[src/design/atod_pkg.sv]
// shared types and constants of the audio transient onset detector
package atod_pkg;

  localparam int unsigned APB_ADDR_BITS = 5;
  localparam int unsigned APB_DATA_BITS = 32;
  localparam int unsigned ENV_BITS      = 32;
  localparam int unsigned THR_BITS      = 24;
  localparam int unsigned THR_FRAC      = 16;
  localparam int unsigned COOL_BITS     = 24;
  localparam int unsigned MUL_OP_BITS   = 33;
  localparam int unsigned MUL_RES_BITS  = 2 * MUL_OP_BITS;

  localparam logic [31:0] ATTACK_RST   = 32'd16729728;
  localparam logic [31:0] RELEASE_RST  = 32'd16775694;
  localparam logic [31:0] THRESHOLD_RST = 32'd207243;
  localparam logic [31:0] GATE_RST     = 32'd125829;
  localparam logic [31:0] COOLDOWN_RST = 32'd6615;

  typedef enum logic [2:0] {
    REG_ATTACK    = 3'd0,
    REG_RELEASE   = 3'd1,
    REG_THRESHOLD = 3'd2,
    REG_GATE      = 3'd3,
    REG_COOLDOWN  = 3'd4
  } reg_idx_e;

  typedef enum logic [5:0] {
    ST_IDLE   = 6'b000001,
    ST_SETUP  = 6'b000010,
    ST_MUL1   = 6'b000100,
    ST_ENV    = 6'b001000,
    ST_MUL2   = 6'b010000,
    ST_DECIDE = 6'b100000
  } state_e;

  typedef struct packed {
    logic                           en;
    logic signed [MUL_OP_BITS-1:0]  a;
    logic signed [MUL_OP_BITS-1:0]  b;
  } mul_req_t;

endpackage

[src/design/atod_mul.sv]
// shared signed multiplier with registered product
module atod_mul
  import atod_pkg::*;
(
  input  logic                           clk_i,
  input  mul_req_t                       req_i,
  output logic signed [MUL_RES_BITS-1:0] prod_o
);

  logic signed [MUL_RES_BITS-1:0] prod_q;
  logic signed [MUL_RES_BITS-1:0] prod_d;

  always_comb begin
    prod_d = prod_q;
    if (req_i.en) begin
      prod_d = MUL_RES_BITS'(req_i.a) * MUL_RES_BITS'(req_i.b);
    end
  end

  always_ff @(posedge clk_i) begin
    prod_q <= prod_d;
  end

  assign prod_o = prod_q;

endmodule

[config.mk]
export PLATFORM = sky130hd
export DESIGN_NAME = atod_mul
export DESIGN_NICKNAME = d
export VERILOG_FILES = /design/src/design/atod_pkg.sv /design/src/design/atod_mul.sv
export SDC_FILE = /design/constraint.sdc
export NUM_CORES = 2
export LEC_CHECK = 0
export BUFFER_PORTS_ARGS = -buffer_cell sky130_fd_sc_hd__buf_2
export CORE_ASPECT_RATIO = 1.5
export CORE_MARGIN = 10
export CORE_UTILIZATION = 30
export DETAILED_ROUTE_END_ITERATION = 16
export SYNTH_ARGS = -nofsm -noshare
export SYNTH_HDL_FRONTEND = slang
export SYNTH_SLANG_ARGS = --single-unit
[constraint.sdc]
create_clock -name clk_i -period 15.1 [get_ports clk_i]
set_input_delay 3.02 -clock clk_i [delete_from_list [all_inputs] [get_ports clk_i]]
set_output_delay 3.02 -clock clk_i [all_outputs]
set_load 0.01 [all_outputs]
==> qor.txt <==
Most frequent cells in the layout -> 1145 x fa_1, 1131 x inv_1, 562 x and2_1, 551 x nand2_1, 217 x ha_1
Clock Sinks -> 66
RSZ-0062 raised after global routing -> false
Global route total overflow -> 0
DRT iter0 DRCs -> 1548
CTS tree -> built
Final worst-path cycle share -> 0.728
Critical-path cell list -> buf_2 > nand2_1 > fa_1 > fa_1 > fa_1 > inv_1 > fa_1 > fa_1 > fa_1 > fa_1 > inv_1 > fa_1 > inv_1 > ha_1 > nand3_1 > nor2_1 > nand2_1 > nor3_1 > o311ai_4 > nand3_2 > a211oi_1 > a311oi_1
RD Place Congestion -> 0.868
Largest net degree at the start of global routing -> 67
Initial Util -> 0.302
Vias in the first global route -> 33.2k
Post-Route WL -> 124000 microns
Chip height -> 475 microns
First-pass GRT wire length -> 193000 microns
DR DRC count -> 0
Sequential share of the synthesized area -> 0.0479
# rows -> 166
Number of flip-flops in the largest register -> 66
CP delay by family, top -> adder cells
Worst setup SP type -> input pin
Buf+Inv Stages, Crit Path -> 4
Total Routing Usage GR -> 0.166
HPWL after DPL -> 98700 microns
CP dominant cell by count -> fa_1
Ports -> 134
Crit. End Element -> flip-flop
Cells after synthesis -> 4338
Final setup fails -> 0
Most used DFF post-synth -> edfxtp_1
Number of synthesized flops with an enable pin -> 66
Post-cts resize count -> 0
Register area -> 1980 sq um
Nets@finish -> 5712
CTS H-tree lvls -> 3
DR pass1 iterations -> 7
Post-layout minimum cycle time -> 10.99 ns
Die Area -> 154000 sq um
DR WL/cell -> 20.5 microns
Multi-input logic area -> 34300 sq um
Crit Path Category -> input pin to flip-flop
Outcome -> completed
Bufs on Longest Clock Path -> 2
Fill cells -> 14.3k
Area grow syn2layout -> 6.05%
Routed Antenna Nets -> 0
Min-Delay Path Class -> input pin to flip-flop
Unique masters post-synth -> 80
Slowest cell on the critical path -> fa_1
Die W -> 323 microns
Postcts setup bufs -> 0
Core Area -> 137000 sq um
Ys async rst share -> 0
CTS Buf Count -> 9
Synth warnings -> 0
Port Buffer Count -> 133
Mapped Area -> 41400 sq um
Max frequency -> 0.0910 GHz
Post-CTS Hold Fix Bufs -> 0
Critical path required time -> 15.28 ns
Worst-Margin Slew -> 1.08 ns
Max Slew Vio Count -> 0
Vias post-DR -> 29.3k
Reg clk slew, reported paths -> 0.06 ns
Max-cap violations -> 0
Final Hold Fails -> 0
Vias per inst -> 4.84
Syn_area_per_cell -> 9.54 sq um
Final hold slack -> 3.31 ns
Syn Nets -> 5768
Rel. slew slack -> 0.279
Setup tns final -> 0 ns
Seq cells post-synth -> 66
CP Data Arrival Time -> 11.17 ns
Crit Path Max Fanout -> 33
Crit-path max cell delay -> 0.79 ns
Layout cells sized above 1 -> 0.0478
Initial antenna violation count -> 21
Root buf cell -> clkbuf_16
Commonest non-fill, non-tap cell in the layout -> fa_1
synth_stat cells (12+ instances only):
library cell	instances	area share
a21o_1	36	0.0065
a21oi_1	57	0.0069
and2_1	562	0.085
clkbuf_1	208	0.019
edfxtp_1	66	0.048
fa_1	1145	0.55
ha_1	217	0.066
inv_1	1131	0.10
nand2_1	551	0.050
nand2b_1	12	0.0018
nand3_1	25	0.0030
nor2_1	68	0.0062
o21ai_0	25	0.0030
xnor2_1	43	0.0091
xor2_1	25	0.0053
worst paths after layout:
| kind | start | end | slack, ns | cells past startpoint |
|---|---|---|---|---|
| setup / recovery | req_i[9] | prod_o[64]$_DFFE_PP_ | 4.11 | 22 |
| hold / removal | req_i[66] | prod_o[10]$_DFFE_PP_ | 3.31 | 1 |
cells by family after synthesis:
kind of cell,share of synthesized area
compound gates,0.0400
xor+xnor,0.0144
fa+ha+maj,0.619
buf+inv,0.123
flops,0.0479
simple gates,0.155
through the flow:
stage          cell area [sq um]  setup WS [ns]  cells   util
2_1_floorplan              41400           4.71   4338      -
3_3_place_gp               43600           3.95   6035  0.318
3_5_place_dp               43600           3.82   6035  0.318
4_1_cts                    43900           4.21   6051  0.321
5_1_grt                    43900           3.80   6051  0.321
6_report                   43900           4.11   6055  0.321
cell type report:
| class | instances | share of cell area |
|---|---|---|
| Multi-Input combinational cell | 2920 | 0.782 |
| Inverter | 1131 | 0.0967 |
| Tap cell | 1764 | 0.0503 |
| Sequential cell | 66 | 0.0451 |
| Timing Repair Buffer | 154 | 0.0188 |
| Clock buffer | 10 | 0.00522 |
| Clock inverter | 6 | 0.00185 |
| Antenna cell | 4 | 0.000228 |
metal layers:
| layer | share of wire | up-vias | routed length [microns] | track usage |
|---|---|---|---|---|
| met2 | 0.54 | 1013 | 66900 | 0.305 |
| li1 | - | 12280 | - | - |
| met5 | 0.0012 | - | 146 | 0 |
| met4 | 0.092 | 24 | 11400 | 0.124 |
| met3 | 0.050 | 438 | 6200 | 0.0225 |
| met1 | 0.32 | 15572 | 39800 | 0.169 |
Power is left out: the tool's default activity adds up to more than one toggle a clock period on the data nets, which glitch-free logic cannot reach.
